[src/hdl/sefr_pkg.sv]
package sefr_pkg;

  localparam logic [7:0] SYNC_BYTE  = 8'hE0;
  localparam logic [7:0] MARK_BYTE  = 8'hD0;
  localparam logic [7:0] BCAST_ADDR = 8'hFF;
  localparam logic [7:0] NODE_ADDR_RESET = 8'hFF;

  localparam int unsigned POS_W  = 9;
  localparam int unsigned BYTE_W = 8;

  typedef enum logic [1:0] {
    ST_BUSY   = 2'd0,
    ST_ACCEPT = 2'd1,
    ST_SUMERR = 2'd2,
    ST_OTHER  = 2'd3
  } frame_status_t;

  typedef struct packed {
    logic [BYTE_W-1:0] data_byte;
    logic [POS_W-1:0]  byte_pos;
    logic              frame_end;
    frame_status_t     frame_status;
  } result_t;

endpackage

[src/hdl/sefr_in_reg.sv]
module sefr_in_reg (
  input  logic                         clk,
  input  logic                         rst_n,
  input  logic                         in_valid,
  output logic                         in_ready,
  input  logic [sefr_pkg::BYTE_W-1:0]  in_byte,
  output logic                         item_valid,
  output logic [sefr_pkg::BYTE_W-1:0]  item_byte,
  input  logic                         item_advance
);

  logic                        valid_r;
  logic                        valid_nxt;
  logic [sefr_pkg::BYTE_W-1:0] byte_r;

  assign in_ready   = !valid_r || item_advance;
  assign item_valid = valid_r && item_advance;
  assign item_byte  = byte_r;

  always_comb begin
    valid_nxt = valid_r;
    if (in_ready) begin
      valid_nxt = in_valid;
    end
  end

  always_ff @(posedge clk) begin
    if (!rst_n) begin
      valid_r <= 1'b0;
    end else begin
      valid_r <= valid_nxt;
    end
  end

  always_ff @(posedge clk) begin
    if (in_valid && in_ready) begin
      byte_r <= in_byte;
    end
  end

endmodule

[src/hdl/sefr_frame_fsm.sv]
module sefr_frame_fsm (
  input  logic                         clk,
  input  logic                         rst_n,
  input  logic                         item_valid,
  input  logic [sefr_pkg::BYTE_W-1:0]  item_byte,
  input  logic [sefr_pkg::BYTE_W-1:0]  node_address,
  output logic                         res_valid,
  output sefr_pkg::result_t            res
);

  logic                        receiving_r, receiving_nxt;
  logic                        escaping_r, escaping_nxt;
  logic [sefr_pkg::POS_W-1:0]  count_r, count_nxt;
  logic [sefr_pkg::BYTE_W-1:0] sum_r, sum_nxt;
  logic [sefr_pkg::BYTE_W-1:0] dest_r, dest_nxt;
  logic [sefr_pkg::BYTE_W-1:0] len_r, len_nxt;

  logic [sefr_pkg::BYTE_W-1:0] b;
  logic [sefr_pkg::BYTE_W-1:0] sum_base;
  logic [sefr_pkg::POS_W-1:0]  end_pos;
  logic                        done;

  always_comb begin
    receiving_nxt = receiving_r;
    escaping_nxt  = escaping_r;
    count_nxt     = count_r;
    sum_nxt       = sum_r;
    dest_nxt      = dest_r;
    len_nxt       = len_r;
    res_valid     = 1'b0;
    b             = escaping_r ? item_byte + 8'd1 : item_byte;
    dest_nxt      = (count_r == '0) ? b : dest_r;
    len_nxt       = (count_r == 9'd1) ? b : len_r;
    sum_base      = (count_r == '0) ? '0 : sum_r;
    end_pos       = {1'b0, len_nxt} + 9'd1;
    done          = (count_r != '0) && (count_r == end_pos);
    res.data_byte    = b;
    res.byte_pos     = count_r;
    res.frame_end    = done;
    res.frame_status = sefr_pkg::ST_BUSY;
    if (done) begin
      if (b != sum_base) begin
        res.frame_status = sefr_pkg::ST_SUMERR;
      end else if (dest_nxt == sefr_pkg::BCAST_ADDR || dest_nxt == node_address) begin
        res.frame_status = sefr_pkg::ST_ACCEPT;
      end else begin
        res.frame_status = sefr_pkg::ST_OTHER;
      end
    end
    if (item_byte == sefr_pkg::SYNC_BYTE) begin
      count_nxt     = '0;
      sum_nxt       = '0;
      receiving_nxt = 1'b1;
      escaping_nxt  = 1'b0;
      dest_nxt      = dest_r;
      len_nxt       = len_r;
    end else if (!receiving_r) begin
      dest_nxt = dest_r;
      len_nxt  = len_r;
    end else if (item_byte == sefr_pkg::MARK_BYTE) begin
      escaping_nxt = 1'b1;
      dest_nxt     = dest_r;
      len_nxt      = len_r;
    end else begin
      res_valid    = item_valid;
      escaping_nxt = 1'b0;
      if (done) begin
        count_nxt = '0;
        sum_nxt   = '0;
        if (res.frame_status == sefr_pkg::ST_ACCEPT) begin
          receiving_nxt = 1'b0;
        end
      end else begin
        count_nxt = count_r + 9'd1;
        sum_nxt   = sum_base + b;
      end
    end
  end

  always_ff @(posedge clk) begin
    if (!rst_n) begin
      receiving_r <= 1'b0;
      escaping_r  <= 1'b0;
      count_r     <= '0;
      sum_r       <= '0;
      dest_r      <= '0;
      len_r       <= '0;
    end else if (item_valid) begin
      receiving_r <= receiving_nxt;
      escaping_r  <= escaping_nxt;
      count_r     <= count_nxt;
      sum_r       <= sum_nxt;
      dest_r      <= dest_nxt;
      len_r       <= len_nxt;
    end
  end

  a_status_only_at_end: assert property (@(posedge clk) disable iff (!rst_n)
    res_valid && !res.frame_end |-> res.frame_status == sefr_pkg::ST_BUSY)
    else $error("status set on a non-final byte");

  a_accept_closes: assert property (@(posedge clk) disable iff (!rst_n)
    res_valid && res.frame_status == sefr_pkg::ST_ACCEPT |=> !receiving_r)
    else $error("reception still open after accepted frame");

  a_end_restarts_count: assert property (@(posedge clk) disable iff (!rst_n)
    res_valid && res.frame_end |=> count_r == '0 && sum_r == '0)
    else $error("count not restarted after frame end");

  a_result_clears_escape: assert property (@(posedge clk) disable iff (!rst_n)
    res_valid |=> !escaping_r)
    else $error("escape still armed after a transfer");

endmodule

[src/hdl/sefr_out_reg.sv]
module sefr_out_reg (
  input  logic              clk,
  input  logic              rst_n,
  input  logic              load,
  input  sefr_pkg::result_t res,
  output logic              can_advance,
  output logic              out_valid,
  input  logic              out_ready,
  output sefr_pkg::result_t out_res
);

  logic              valid_r;
  logic              valid_nxt;
  sefr_pkg::result_t res_r;

  assign can_advance = !valid_r || out_ready;
  assign out_valid   = valid_r;
  assign out_res     = res_r;

  always_comb begin
    valid_nxt = valid_r;
    if (can_advance) begin
      valid_nxt = load;
    end
  end

  always_ff @(posedge clk) begin
    if (!rst_n) begin
      valid_r <= 1'b0;
    end else begin
      valid_r <= valid_nxt;
    end
  end

  always_ff @(posedge clk) begin
    if (load && can_advance) begin
      res_r <= res;
    end
  end

endmodule

[src/hdl/sync_escape_frame_receiver_unit.sv]
// Receives a byte stream framed by sync 0xE0 with 0xD0 escapes and emits one
// unescaped frame byte per transfer with its position; the checksum byte of
// each frame carries tlast and the frame status in tuser. Sync and escape
// bytes, and bytes outside an open frame, produce no output. One input byte is
// taken every cycle while out_tready does not stall the output; each byte is
// registered in the input register and then in the output register.
// node_address is written through the APB port at offset 0 (reset 0xFF).
module sync_escape_frame_receiver_unit (
  input  logic        clk,
  input  logic        rst_n,
  input  logic        in_tvalid,
  output logic        in_tready,
  input  logic [7:0]  in_tdata,   // [7:0] rx_byte
  output logic        out_tvalid,
  input  logic        out_tready,
  output logic [23:0] out_tdata,  // [7:0] data_byte, [16:8] byte_pos, [23:17] zero
  output logic        out_tlast,  // frame_end
  output logic [1:0]  out_tuser,  // [1:0] frame_status
  input  logic        cfg_psel,
  input  logic        cfg_penable,
  input  logic        cfg_pwrite,
  input  logic [2:0]  cfg_paddr,
  input  logic [31:0] cfg_pwdata,
  output logic [31:0] cfg_prdata,
  output logic        cfg_pready
);

  logic              item_valid;
  logic [7:0]        item_byte;
  logic              advance;
  logic              res_valid;
  sefr_pkg::result_t res;
  sefr_pkg::result_t out_res;
  logic [7:0]        node_addr_r;
  logic              cfg_wr;

  assign cfg_pready = 1'b1;
  assign cfg_wr     = cfg_psel && cfg_penable && cfg_pwrite && (cfg_paddr[2] == 1'b0);
  assign cfg_prdata = (cfg_paddr[2] == 1'b0) ? {24'd0, node_addr_r} : 32'd0;

  always_ff @(posedge clk) begin
    if (!rst_n) begin
      node_addr_r <= sefr_pkg::NODE_ADDR_RESET;
    end else if (cfg_wr) begin
      node_addr_r <= cfg_pwdata[7:0];
    end
  end

  sefr_in_reg u_in (
    .clk          (clk),
    .rst_n        (rst_n),
    .in_valid     (in_tvalid),
    .in_ready     (in_tready),
    .in_byte      (in_tdata),
    .item_valid   (item_valid),
    .item_byte    (item_byte),
    .item_advance (advance)
  );

  sefr_frame_fsm u_fsm (
    .clk          (clk),
    .rst_n        (rst_n),
    .item_valid   (item_valid),
    .item_byte    (item_byte),
    .node_address (node_addr_r),
    .res_valid    (res_valid),
    .res          (res)
  );

  sefr_out_reg u_out (
    .clk         (clk),
    .rst_n       (rst_n),
    .load        (res_valid),
    .res         (res),
    .can_advance (advance),
    .out_valid   (out_tvalid),
    .out_ready   (out_tready),
    .out_res     (out_res)
  );

  assign out_tdata = {7'd0, out_res.byte_pos, out_res.data_byte};
  assign out_tlast = out_res.frame_end;
  assign out_tuser = out_res.frame_status;

endmodule
[config.mk]
export PLATFORM = sky130hd
export DESIGN_NAME = sync_escape_frame_receiver_unit
export DESIGN_NICKNAME = d
export VERILOG_FILES = /design/src/hdl/sefr_pkg.sv /design/src/hdl/sefr_in_reg.sv /design/src/hdl/sefr_frame_fsm.sv /design/src/hdl/sefr_out_reg.sv /design/src/hdl/sync_escape_frame_receiver_unit.sv
export SDC_FILE = /design/constraint.sdc
export NUM_CORES = 1
export LEC_CHECK = 0
export ABC_CLOCK_PERIOD_IN_PS = 3400
export BUFFER_PORTS_ARGS = -buffer_cell sky130_fd_sc_hd__buf_2
export CELL_PAD_IN_SITES_DETAIL_PLACEMENT = 1
export CELL_PAD_IN_SITES_GLOBAL_PLACEMENT = 2
export CORE_MARGIN = 2
export CORE_UTILIZATION = 28
export DETAILED_ROUTE_END_ITERATION = 10
export PLACE_DENSITY = 0.78
export SKIP_LAST_GASP = 1
export SYNTH_ARGS = -nofsm -noshare
export SYNTH_HDL_FRONTEND = slang
export SYNTH_SLANG_ARGS = --single-unit
[constraint.sdc]
create_clock -name clk -period 3.4 [get_ports clk]
set_input_delay 0.68 -clock clk [delete_from_list [all_inputs] [get_ports clk]]
set_output_delay 0.68 -clock clk [all_outputs]
set_load 0.005 [all_outputs]
**After elaboration in Yosys (flattened, before gate mapping)**

Cells that the tools add are included.

- Output and inout bits: 62
- Input bits: 50
- Register bits after elaboration: 73
- Word-level logic and storage cells: 75

- Bitwise logic cells: 3
- Eq/ne operators: 9
- Reductions and logical operators: 18
- Mux-type cells: 27
- Add/subtract/negate cells: 4

Operators with widths:

| operator | number |
|---|---|
| 8-bit two-way mux | 9 |
| 9-bit two-way mux | 4 |
| 8-bit == test, second input constant | 3 |
| 1-bit two-way mux | 11 |
| 8-bit by 1-bit adder with 9-bit output, second input constant | 1 |
| 9-bit by 1-bit adder with 9-bit output, second input constant | 1 |
| 9-bit by 1-bit == test with 1-bit output, second input constant | 1 |
| 9-bit == test | 1 |
| 9-bit logical NOT | 1 |
| 9-bit nonzero test | 1 |
| 8-bit by 1-bit adder with 8-bit output, second input constant | 1 |
| 8-bit adder | 1 |
| 8-bit == test | 1 |
| 8-bit inequality test | 1 |
| 1-bit logical AND | 7 |
| 2-bit two-way mux | 3 |
| 4-bit AND reduction | 1 |
| 1-bit logical OR | 3 |
| 1-bit NOT | 3 |
| 3-bit AND reduction | 1 |
| 2-bit by 1-bit == test with 1-bit output, second input constant | 1 |
| 1-bit logical NOT | 2 |
| 2-bit by 1-bit inequality test with 1-bit output, second input constant | 1 |
| 2-bit AND reduction | 1 |
| 2-bit nonzero test | 1 |

**Longest topological paths before layout**

Gate-level depths: netlist (run 1).

- Depth in word-level cells: 14
- Gate-level depth with buffers: 17
- Mapped depth without buffers: 15

**Cells and area by module**

Synthesis (run 1) repeated with hierarchy kept, for this count alone.

- Cell total of the unflattened synthesis: 478
- Area total of the unflattened synthesis: 4,362.9 um2

Modules (own cells, without submodules):

| module | instances | sequential area each (um2) | area each (um2) | cells each |
|---|---|---|---|---|
| sefr_frame_fsm | 1 | 700.7 | 2,716.4 | 362 |
| sync_escape_frame_receiver_unit | 1 | 160.2 | 683.2 | 77 |
| sefr_out_reg | 1 | 620.6 | 658.1 | 25 |
| sefr_in_reg | 1 | 260.2 | 305.3 | 14 |

**Least setup slack after synthesis (run 1)**

OpenSTA, ideal clock, no wires.

- Kind: flip-flop to flip-flop
- From: reg u_fsm.count_r[0] (netlist name)
- To: reg u_fsm.receiving_r
- Cell stages (with the launch flop): 14
- Clock period less this slack: 3,467 ps
- Arrival: 3,346 ps
- Setup time: 122 ps
- Path slack: -67 ps
- Required time: 3,278 ps
- Path buffers: 2
- Path through: dfxtp_1 > ha_1 > nor4b_2 > nand2_1 > o21ai_1 > ha_1 > clkbuf_1 > nand2b_1 > or4_1 > a21o_1 > o311a_2 > or2_1 > buf_6 > o311a_1

- Longest elaborated chain between the ends: 13

RTL lines:

| item | line | source |
|---|---|---|
| start, declared | sefr_frame_fsm.sv:13 | `logic [sefr_pkg::POS_W-1:0] count_r, count_nxt;` |
| start signal, assigned | sefr_frame_fsm.sv:91 | `count_r <= count_nxt;` |
| parallel branches: the longest is 9 deep, another holds 8-bit by 1-bit adder with 9-bit output | -- |  |
| 1-bit two-way mux * | sefr_frame_fsm.sv:67 | `if (done) begin` |
| 1-bit two-way mux * | sefr_frame_fsm.sv:60 | `end else if (item_byte == sefr_pkg::MARK_BYTE) begin` |
| 1-bit two-way mux * | sefr_frame_fsm.sv:57 | `end else if (!receiving_r) begin` |
| 1-bit two-way mux * | sefr_frame_fsm.sv:50 | `if (item_byte == sefr_pkg::SYNC_BYTE) begin` |
| end signal, assigned | sefr_frame_fsm.sv:89 | `receiving_r <= receiving_nxt;` |
| end, declared | sefr_frame_fsm.sv:11 | `logic receiving_r, receiving_nxt;` |

Every way passes the cells marked *.
A chain may end at the register's enable or synchronous reset.

**Worst setup path after layout (run 1)**

- From: reg u_fsm.escaping_r
- To: reg u_fsm.count_r[5] (netlist name)

- Longest elaborated chain between the ends: 9

RTL lines:

| item | line | source |
|---|---|---|
| start, declared | sefr_frame_fsm.sv:12 | `logic escaping_r, escaping_nxt;` |
| start signal, assigned | sefr_frame_fsm.sv:90 | `escaping_r <= escaping_nxt;` |
| 8-bit two-way mux | sefr_frame_fsm.sv:31 | `b = escaping_r ? item_byte + 8'd1 : item_byte;` |
| 8-bit two-way mux | sefr_frame_fsm.sv:33 | `len_nxt = (count_r == 9'd1) ? b : len_r;` |
| 8-bit by 1-bit adder with 9-bit output | sefr_frame_fsm.sv:35 | `end_pos = {1'b0, len_nxt} + 9'd1;` |
| 9-bit == test | sefr_frame_fsm.sv:36 | `done = (count_r != '0) && (count_r == end_pos);` |
| 1-bit logical AND | sefr_frame_fsm.sv:36 |  |
| 9-bit two-way mux | sefr_frame_fsm.sv:67 |  |
| 9-bit two-way mux | sefr_frame_fsm.sv:60 |  |
| 9-bit two-way mux | sefr_frame_fsm.sv:57 |  |
| 9-bit two-way mux | sefr_frame_fsm.sv:50 |  |

Every way passes these cells. The select of a mux whose other input is x is not followed.

==> results of run 1 <==
[worst reg2reg max path: stages (launching register included)]
cell and delay [ps]:
dfxtp_1 520, and3_1 230, nor3b_1 320, xnor2_2 180
o221ai_1 190, or4_1 510, a21o_1 200, o311a_2 120
buf_4 140, o21ai_2 170, buf_12 160, o21ai_0 100
mux2_2 280
[kinds of logic after synthesis]
group / synth area share [%]
adders and majority gates: 4.29
DFF: 40.9
buffers and inverters: 9.28
other: 0.176
AOI/OAI and AO/OA: 13.7
muxes: 0.969
xor gates and xnor gates: 7.58
and+or+nand+nor: 23.2
[sequential cells by signal, summed over array words and instances, names as in the netlist, 8 cells and up]
name,count
u_fsm.len_r,8
node_addr_r,8
u_out.out_res,20
u_fsm.count_r,9
u_in.item_byte,8
u_fsm.dest_r,8
u_fsm.sum_r,8
[report_power, final]
group	switching, mW	total, mW	internal (mW)
sequential	0.0156	0.935	0.919
clock	0.367	1.08	0.709
combinational	0.0907	0.159	0.0679
[layout make-up]
class | instances | share of cell area, %
Multi-Input combinational cell | 355 | 42.9
Sequential cell | 73 | 32.5
Inverter | 19 | 1.33
Clock inverter | 7 | 2.03
Tap cell | 188 | 4.39
Timing Repair Buffer | 106 | 12.6
Clock buffer | 9 | 4.21
[routing by layer]
layer,vias up,global-route usage [%],share of wire (%)
met5,-,0,0
met1,1712,17.2,44
met4,0,3.36,0.90
met3,8,4.56,5.0
met2,71,25.2,50
li1,1752,-,-
[how the worst min path moves through the flow]
stage                          start                end  slack (ps)  cells after the start
floorplan           u_fsm.count_r[3]   u_out.out_res[6]         400                      0
global placement      u_fsm.sum_r[2]     u_fsm.sum_r[2]         430                      2
detailed placement    u_fsm.sum_r[5]     u_fsm.sum_r[5]         450                      2
CTS                   u_fsm.sum_r[2]     u_fsm.sum_r[2]         470                      2
global route             in_tdata[3]  u_in.item_byte[3]         500                      1
finish                u_fsm.sum_r[2]     u_fsm.sum_r[2]         460                      2
[placed cells by master (no fill, tap or decap), types with 4 or more instances in the layout]
cell type and count:
o211a_1 7, dfxtp_1 45, nand2_1 63, nand2b_1 4
and2_1 11, and3_1 5, xnor2_1 15, nor2_1 20
nor3b_1 4, a21oi_1 14, nand4_1 9, ha_1 12
inv_1 18, a21o_1 6, xor2_1 19, nor3_1 6
buf_2 53, buf_4 52, nor2b_1 16, a21boi_0 6
edfxtp_1 28, clkbuf_16 9, o21ai_0 19, nand3_1 25
conb_1 32
[repair_timing]
action | in CTS | in global routing
endpoints found under the setup margin | 7 | 13
pin swaps | 0 | 1
cloned | 0 | 0
setup buffers | 0 | 2
resized for setup | 2 | 11
endpoints found under the hold margin | 0 | 0
==> summary.txt, run 1 <==
Place
  • DP Area: 4950 um2
  • Placer's final routability congestion estimate: 0.772
  • Placed cells: 739
  • I/O Buffers: 53
  • DP Wirelength: 8790 um
  • DP Worst Slack: -38.7 ps

Timing
  • Tightest Pin Transition: 591 ps
  • Final period utilization: 95.1%
  • Worst Setup Slack, final: 166 ps
  • Final Critical Period: 3230 ps
  • Final Hold Viols: 0
  • Worst rel slew slack: 60.6%
  • Slew Limit Fails: 0
  • Unrepaired setup endpoints after global routing: yes
  • Final TNS setup: 0 ps
  • FMAX: 309 MHz
  • Worst hold slack: 461 ps
  • Clk_skew: 5.46 ps
  • Final Setup Violations: 0

Setup path
  • Reg2Reg Launch Point: u_fsm.escaping_r
  • Worst EP arrival: 3470 ps
  • Endpoint class of the critical path: flop
  • RR Endpoint: u_fsm.count_r[5]
  • Critical path's top delay family: simple AND/OR/NAND/NOR gates
  • Critical path type: flop to flop
  • Startpoint types: flop
  • Critical Path RT: 3630 ps
  • Buf/Inv on CP: 2
  • Crit. path cell count: 12
  • Worst setup startpoint: u_fsm.escaping_r
  • Crit path to: u_fsm.count_r[5]
  • Reg2Reg Setup Slack: 170 ps
  • CP peak stage delay: 520 ps
  • CP cell instances: and3_1, nor3b_1, xnor2_2, o221ai_1, or4_1, a21o_1, o311a_2, buf_4, o21ai_2, buf_12, o21ai_0, mux2_2
  • R2R cell count: 12
  • Crit-path max FO: 14
  • Critical-path top delay cell: dfxtp_1

Die
  • Die footprint: 16200 um2
  • DIE HEIGHT: 127 um
  • DIE WIDTH: 127 um
  • Initial Utilization: 28.3%
  • # rows: 45
  • I/O pins: 112
  • Core Box Area: 15000 um2

Global routing
  • Global-route wire length before repair: 18200 um
  • Largest net degree at the start of global routing: 35
  • Total GRT Usage: 14.4%
  • Vias in the first global route: 3637
  • Grt total ovfl: 0
  • Initial antenna violation count: 0

CTS
  • CTS buffer count: 9
  • Worst-Skew Late Latency: 350 ps
  • H-tree Lvls: 3
  • Clock sink count: 73
  • Clock transition at path regs: 60 ps
  • Hold buffers post-CTS: 0
  • Root Buffer: clkbuf_16
  • CTS tree: yes
  • Longest Clk Path Bufs: 2

Logic synthesis
  • Syn Inst Count: 467
  • Count leader, synth: nand2_1
  • Mean Syn Cell Area: 9.12 um2
  • Post-synth EDFFs: 28
  • FFs w/ async S/R, synth: 0%
  • Ys Warns: 0
  • Synth unique cells: 67
  • Top-area cell type share of the netlist area: 21.1%
  • Seq/Total Area, Yosys: 40.9%
  • Synth area leaders: dfxtp_1 21%, edfxtp_1 20%, buf_4 5.6%
  • Mapped Area: 4260 um2
  • Seq cells post-synth: 73
  • Synth area leader: dfxtp_1
  • Primary FF master, synth: dfxtp_1
  • Post-synth top cells: 64 x nand2_1, 45 x dfxtp_1, 32 x buf_4, 28 x edfxtp_1, 25 x nand3_1

Run status
  • Status: completed

Layout
  • Final instance area: 5350 um2
  • Final net count: 628
  • Non-Filler Instances: 757
  • Post-layout utilization of the core: 35.6%
  • Layout filler cell count: 1751
  • Storage element area: 1740 um2
  • Share of layout cells above drive strength 1: 26.2%
  • P&R area growth vs syn: 25.6%
  • ANT cells: 0
  • Area of the multi-input gates: 2290 um2

Run
  • Max Cap Viol: 0

Power
  • Leakage: 2.33 nW
  • Overall Power: 2.17 mW
  • Pwr dens: 405 nW/um2
  • Worst vdd ir: 0.248 mV

Routing
  • Drt first pass iters: 4
  • Vias: 3543
  • Post-DR vias/cell: 4.68
  • WL per Instance: 15.0 um
  • 1st-iter DRT viols: 128
  • Drt total wl: 11400 um
  • Antenna viol nets, final: 0
  • DRC viols: 0

Hold path
  • Hold Path Class: flop to flop
No activity file was read; power rests on OpenSTA's default activity.
==> run 2: changes to the inputs <==
--- a/config.mk
+++ b/config.mk
@@ -7,12 +7,10 @@
 export LEC_CHECK = 0
 export ABC_CLOCK_PERIOD_IN_PS = 3400
 export BUFFER_PORTS_ARGS = -buffer_cell sky130_fd_sc_hd__buf_2
-export CELL_PAD_IN_SITES_DETAIL_PLACEMENT = 1
-export CELL_PAD_IN_SITES_GLOBAL_PLACEMENT = 2
-export CORE_MARGIN = 2
-export CORE_UTILIZATION = 28
+export CORE_MARGIN = 3
+export CORE_UTILIZATION = 48
 export DETAILED_ROUTE_END_ITERATION = 10
-export PLACE_DENSITY = 0.78
+export PLACE_DENSITY = 0.8
 export SKIP_LAST_GASP = 1
 export SYNTH_ARGS = -nofsm -noshare
 export SYNTH_HDL_FRONTEND = slang
==> run 2 against run 1 <==
Effect of this change:
- core utilization increased by 24 points
- worst setup slack better by 54 ps
- critical path type unchanged
- global-route usage increased by 4.4 points
- sequential share of layout area up 2.3 points
- wire length is 17% lower
- via count down 0.87%
- first-iteration DRC count is 34% higher
- maximum frequency increased by 1.7%
- clock skew decreased by 1.5 ps
- total power down 21%
==> summary.txt, run 2 (synthesized netlist as in run 1, its figures left out) <==
Setup path
  • CP peak stage delay: 380 ps (-140 ps)
  • Worst EP arrival: 3410 ps (-60 ps)
  • Endpoint class of the critical path: flop
  • Critical-path top delay cell: nor4_2
  • Crit-path max FO: 10 (-4)
  • CP cell instances: buf_4, nor3_2, nand3_1, buf_4, and2_1, ha_1, nor4_1, nand3_1, nor4_2, nor2_1, o311a_1
  • Startpoint types: flop
  • Critical path type: flop to flop
  • Critical Path RT: 3630 ps (about the same)

Die
  • Initial Utilization: 50.6% (+22 points)
  • DIE HEIGHT: 100 um (-21%)
  • Die footprint: 10000 um2 (-38%)
  • # rows: 33 (-27%)
  • Core Box Area: 8420 um2 (-44%)
  • I/O pins: 112 (unchanged)
  • DIE WIDTH: 100 um (-21%)

CTS
  • Longest Clk Path Bufs: 2 (unchanged)
  • Clock sink count: 73 (unchanged)
  • H-tree Lvls: 3 (unchanged)
  • Hold buffers post-CTS: 0 (unchanged)
  • CTS buffer count: 9 (unchanged)
  • Root Buffer: clkbuf_8
  • Worst-Skew Late Latency: 340 ps (about the same)
  • CTS tree: yes
  • Clock transition at path regs: 70 ps (about the same)

Timing
  • Final Setup Violations: 0 (unchanged)
  • Tightest Pin Transition: 522 ps (-68.6 ps)
  • Unrepaired setup endpoints after global routing: no
  • Worst hold slack: 459 ps (-2.56 ps)
  • Clk_skew: 3.97 ps (-1.50 ps)
  • Final Critical Period: 3180 ps (-53.8 ps)
  • Worst rel slew slack: 65.2% (+4.6 points)
  • Final Hold Viols: 0 (unchanged)
  • Final TNS setup: 0 ps (unchanged)
  • Final period utilization: 93.5% (-1.6 points)
  • Slew Limit Fails: 0 (unchanged)
  • FMAX: 314 MHz (+1.7%)

Routing
  • Drt total wl: 9400 um (-17%)
  • Post-DR vias/cell: 5.29 (+13%)
  • Drt first pass iters: 4 (unchanged)
  • WL per Instance: 14.2 um (-5.6%)
  • 1st-iter DRT viols: 171 (+34%)
  • DRC viols: 0 (unchanged)
  • Antenna viol nets, final: 0 (unchanged)
  • Vias: 3512 (-0.87%)

Layout
  • Most common cell after layout, fill and taps aside: nand2_1
  • Non-Filler Instances: 664 (-12%)
  • P&R area growth vs syn: 17.2%
  • ANT cells: 0 (unchanged)
  • Final instance area: 4990 um2 (-6.7%)
  • Max reg flops: 20 (unchanged)
  • Share of layout cells above drive strength 1: 24.0% (-2.2 points)
  • Layout filler cell count: 727 (-58%)
  • Final net count: 618 (-1.6%)
  • Commonest cells after routing, fill and taps aside: 64 x nand2_1, 53 x buf_2, 45 x dfxtp_1, 43 x buf_4, 32 x conb_1

Global routing
  • Grt total ovfl: 0 (unchanged)
  • Initial antenna violation count: 0 (unchanged)
  • Total GRT Usage: 18.8% (+4.4 points)
  • Vias in the first global route: 3295 (-9.4%)
  • Global-route wire length before repair: 15200 um (-16%)
  • Largest net degree at the start of global routing: 35 (unchanged)

Place
  • Placer's final routability congestion estimate: 0.915 (+19%)
  • DP Area: 4750 um2 (-4.2%)
  • I/O Buffers: 53 (unchanged)
  • DP Wirelength: 7260 um (-17%)
  • Placed cells: 644 (-13%)

Power
  • Pwr dens: 341 nW/um2 (-16%)
  • Leakage: 2.19 nW (-5.8%)
  • Overall Power: 1.70 mW (-21%)
  • Worst vdd ir: 0.201 mV (-19%)

Hold path
  • Hold Path Class: flop to flop

Run
  • Max Cap Viol: 0 (unchanged)

Run status
  • Status: completed
run 2: what timing repair did:
action                                  in CTS  in global routing
gates resized for setup                      1                  9
endpoints found under the setup margin       3                 14
buffers inserted                             0                  4
run 2: final timing paths:
check / startpoint / endpoint / slack, ps / cells after the start
min reg2reg: u_fsm.sum_r[5] / u_fsm.sum_r[5] / 460 / 2
max reg2reg: u_fsm.count_r[3] / u_fsm.receiving_r / 220 / 11
min: u_fsm.sum_r[5] / u_fsm.sum_r[5] / 460 / 2
max: u_fsm.count_r[3] / u_fsm.receiving_r / 220 / 11
run 2: critical path: cells and delay by family, from the launching register on:
kind / cells / cell delay [ps]
compound gates: 1 / 350
fa+ha+maj: 1 / 330
buf+inv: 2 / 420
flops: 1 / 340
simple gates: 7 / 1640
run 2: metal layers:
metal	routed length, um	vias to the layer above	global-route usage (%)
li1	-	1749	-
met1	3880	1639	22.8
met2	4710	106	32.6
met3	627	18	5.21
met4	188	0	5.60
met5	0	-	0
run 2: cell type report:
class	count	area [um2]	area share, %
Clock buffer	12	135	2.71
Clock inverter	4	43.8	0.877
Inverter	19	71.3	1.43
Multi-Input combinational cell	355	2280	45.7
Sequential cell	73	1740	34.9
Tap cell	105	131	2.63
Timing Repair Buffer	96	588	11.8
run 2: report_power, final:
group	internal [mW]	switching, mW
clock network	0.335	0.287
logic	0.0630	0.0862
registers	0.918	0.0149
total	1.32	0.388
run 2: per-stage QoR:
stage | worst slack, ps | util [%]
global route | 15.7 | 59.3
detailed placement | -17.7 | 56.4
finish | 220 | 59.3
global placement | 62.6 | 56.4
CTS | 18.8 | 58.5
floorplan | 6.42 | -
==> run 3: changes to the inputs <==
--- a/config.mk
+++ b/config.mk
@@ -5,7 +5,7 @@
 export SDC_FILE = /design/constraint.sdc
 export NUM_CORES = 1
 export LEC_CHECK = 0
-export ABC_CLOCK_PERIOD_IN_PS = 3400
+export ABC_CLOCK_PERIOD_IN_PS = 2600
 export BUFFER_PORTS_ARGS = -buffer_cell sky130_fd_sc_hd__buf_2
 export CORE_MARGIN = 3
 export CORE_UTILIZATION = 48
==> constraint.sdc (replaced) <==
create_clock -name clk -period 2.6 [get_ports clk]
set_input_delay 0.52 -clock clk [delete_from_list [all_inputs] [get_ports clk]]
set_output_delay 0.52 -clock clk [all_outputs]
set_load 0.005 [all_outputs]
==> run 3 against run 2 <==
Effect of this change:
- the run now ends with negative setup slack left
- via count increased by 15%
- critical path depth unchanged
- maximum frequency increased by 2.9%
- clock-buffer cell count unchanged
- sequential power increased by 30%
- critical path type unchanged
==> summary.txt, run 3 (synthesized netlist as in run 1, its figures left out) <==
Layout
  • Commonest cells after routing, fill and taps aside: 99 x buf_4, 60 x nand2_1, 53 x buf_2, 41 x dfxtp_1, 32 x conb_1
  • Final net count: 681 (+10%)
  • P&R area growth vs syn: 36.2%
  • Max reg flops: 20 (unchanged)
  • Most common cell after layout, fill and taps aside: buf_4
  • Final instance area: 5800 um2 (+16%)
  • Layout filler cell count: 600 (-17%)
  • Post-layout utilization of the core: 68.9% (+9.6 points)
  • ANT cells: 0 (unchanged)
  • Share of layout cells above drive strength 1: 37.8% (+14 points)
  • Non-Filler Instances: 727 (+9.5%)

Timing
  • FMAX: 324 MHz (+2.9%)
  • Final Hold Viols: 0 (unchanged)
  • Final Setup Violations: 21 (+21)
  • Clk_skew: 5.88 ps (+1.92 ps)
  • Final Critical Period: 3090 ps (-89.7 ps)
  • Slew Limit Fails: 0 (unchanged)
  • Unrepaired setup endpoints after global routing: yes
  • Worst Setup Slack, final: -490 ps (-710 ps)
  • Final TNS setup: -7680 ps (-7680 ps)
  • Final period utilization: 119% (+25 points)

Routing
  • Vias: 4035 (+15%)
  • Drt total wl: 12000 um (+28%)
  • WL per Instance: 16.5 um (+17%)
  • 1st-iter DRT viols: 275 (+61%)
  • DRC viols: 0 (unchanged)
  • Post-DR vias/cell: 5.55 (+4.9%)
  • Drt first pass iters: 5 (+1)
  • Antenna viol nets, final: 0 (unchanged)

Global routing
  • Total GRT Usage: 22.0% (+3.2 points)
  • Vias in the first global route: 3799 (+15%)
  • Initial antenna violation count: 0 (unchanged)
  • Largest net degree at the start of global routing: 34 (-2.9%)
  • Global-route wire length before repair: 17600 um (+16%)
  • Grt total ovfl: 0 (unchanged)

Power
  • Leakage: 2.55 nW (+16%)
  • Cell Int Power: 1.77 mW (+35%)
  • Register share of total power: 51.8% (-3.0 points)
  • Clock Power Share: 36.0% (-0.5 points)
  • Gate power share: 12.3% (+3.5 points)
  • Worst vdd ir: 0.442 mV (+120%)
  • Net Sw Frac: 24.4% (+1.6 points)
  • Pwr dens: 404 nW/um2 (+18%)
  • Sw power: 0.571 mW (+47%)

CTS
  • Hold buffers post-CTS: 0 (unchanged)
  • CTS buffer count: 9 (unchanged)
  • Root Buffer: clkbuf_8
  • H-tree Lvls: 3 (unchanged)
  • CTS tree: yes
  • Clock sink count: 73 (unchanged)
  • Longest Clk Path Bufs: 2 (unchanged)
  • Worst-Skew Late Latency: 360 ps (+20 ps)
  • Clock transition at path regs: 70 ps (about the same)

Die
  • Core Box Area: 8420 um2 (unchanged)
  • # rows: 33 (unchanged)
  • DIE WIDTH: 100 um (unchanged)
  • Die footprint: 10000 um2 (unchanged)
  • Initial Utilization: 50.6% (unchanged)
  • I/O pins: 112 (unchanged)
  • DIE HEIGHT: 100 um (unchanged)

Place
  • Placer's final routability congestion estimate: 0.920 (+0.49%)
  • I/O Buffers: 53 (unchanged)
  • DP Area: 5120 um2 (+8.0%)
  • DP Wirelength: 7990 um (+10%)
  • Placed cells: 689 (+7.0%)

Setup path
  • Critical Path RT: 2840 ps (-790 ps)
  • Reg2Reg Launch Point: u_fsm.count_r[0]
  • Crit path to: u_fsm.receiving_r
  • Reg2Reg Setup Slack: -490 ps (-710 ps)
  • Startpoint types: flop
  • Crit-path max FO: 10 (unchanged)
  • Worst setup startpoint: u_fsm.count_r[0]
  • RR Endpoint: u_fsm.receiving_r
  • Worst EP arrival: 3330 ps (-80 ps)
  • R2R cell count: 11 (unchanged)
  • Critical path type: flop to flop
  • Endpoint class of the critical path: flop

Hold path
  • Hold Path Class: input port to flop
  • Worst hold path cell count: 1 (-1)

Run status
  • Failing checks: negative setup slack
  • Status: complete, but fails checks

Run
  • Max Cap Viol: 0 (unchanged)
run 3: cell count changes in the layout (fill, tap and decap cells not counted), sizes merged:
cell / previous run / this run
buf: 96 / 159
run 3: power by group through the flow:
stage	registers [mW]	clock network, mW	logic, mW
finish	1.21	0.843	0.287
CTS	1.21	0.860	0.261
floorplan	1.24	0	0.152
global placement	1.24	0	0.229
detailed placement	1.24	0	0.236
global route	1.21	0.902	0.308
run 3: how the worst min path moves through the flow:
stage / startpoint / end / slack, ps
4_1_cts: in_tdata[1] / u_in.item_byte[1] / 330
2_1_floorplan: u_fsm.count_r[3] / u_out.out_res[6] / 400
3_5_place_dp: u_fsm.sum_r[2] / u_fsm.sum_r[2] / 440
3_3_place_gp: u_fsm.sum_r[6] / u_fsm.sum_r[6] / 430
5_1_grt: in_tdata[3] / u_in.item_byte[3] / 330
6_report: in_tdata[2] / u_in.item_byte[2] / 340
run 3: metrics by stage:
step,hold WS [ps],power [mW],setup slack [ps]
4_1_cts,329,2.33,-394
5_1_grt,327,2.42,-631
6_report,336,2.34,-490
3_3_place_gp,431,1.47,-448
2_1_floorplan,403,1.39,-452
3_5_place_dp,441,1.47,-553
run 3: cell type report:
class,instances,area (um2),share of cell area [%]
multi-input cells,355,2580,44.4
flip-flops and latches,73,1750,30.2
repair buffers,159,1090,18.7
clock buffers,12,135,2.33
well taps,105,131,2.26
inverters,19,73.8,1.27
clock inverters,4,43.8,0.755
run 3: critical path, stage by stage, from the launching register on:
cell,delay (ps)
dfxtp_4,380
ha_4,140
nor4b_4,290
nand2_4,150
o21ai_4,190
ha_4,190
xor2_1,190
xnor2_1,90
nor4_1,350
nand4_1,260
or2_4,370
o311a_1,360
run 3: routing by layer:
| layer | vias up | GRT usage (%) | routed length (um) | share of wire (%) |
|---|---|---|---|---|
| met3 | 58 | 5.35 | 983 | 8.2 |
| met4 | 0 | 8.19 | 464 | 3.9 |
| met2 | 228 | 39.6 | 6210 | 52 |
| li1 | 1865 | - | - | - |
| met1 | 1884 | 25.2 | 4370 | 36 |
| met5 | - | 0 | 0 | 0 |
run 3: what timing repair did:
action	in CTS	in global routing
gates resized for setup	23	45
endpoints found under the setup margin	21	21
setup buffers	10	12
pin swaps	9	11
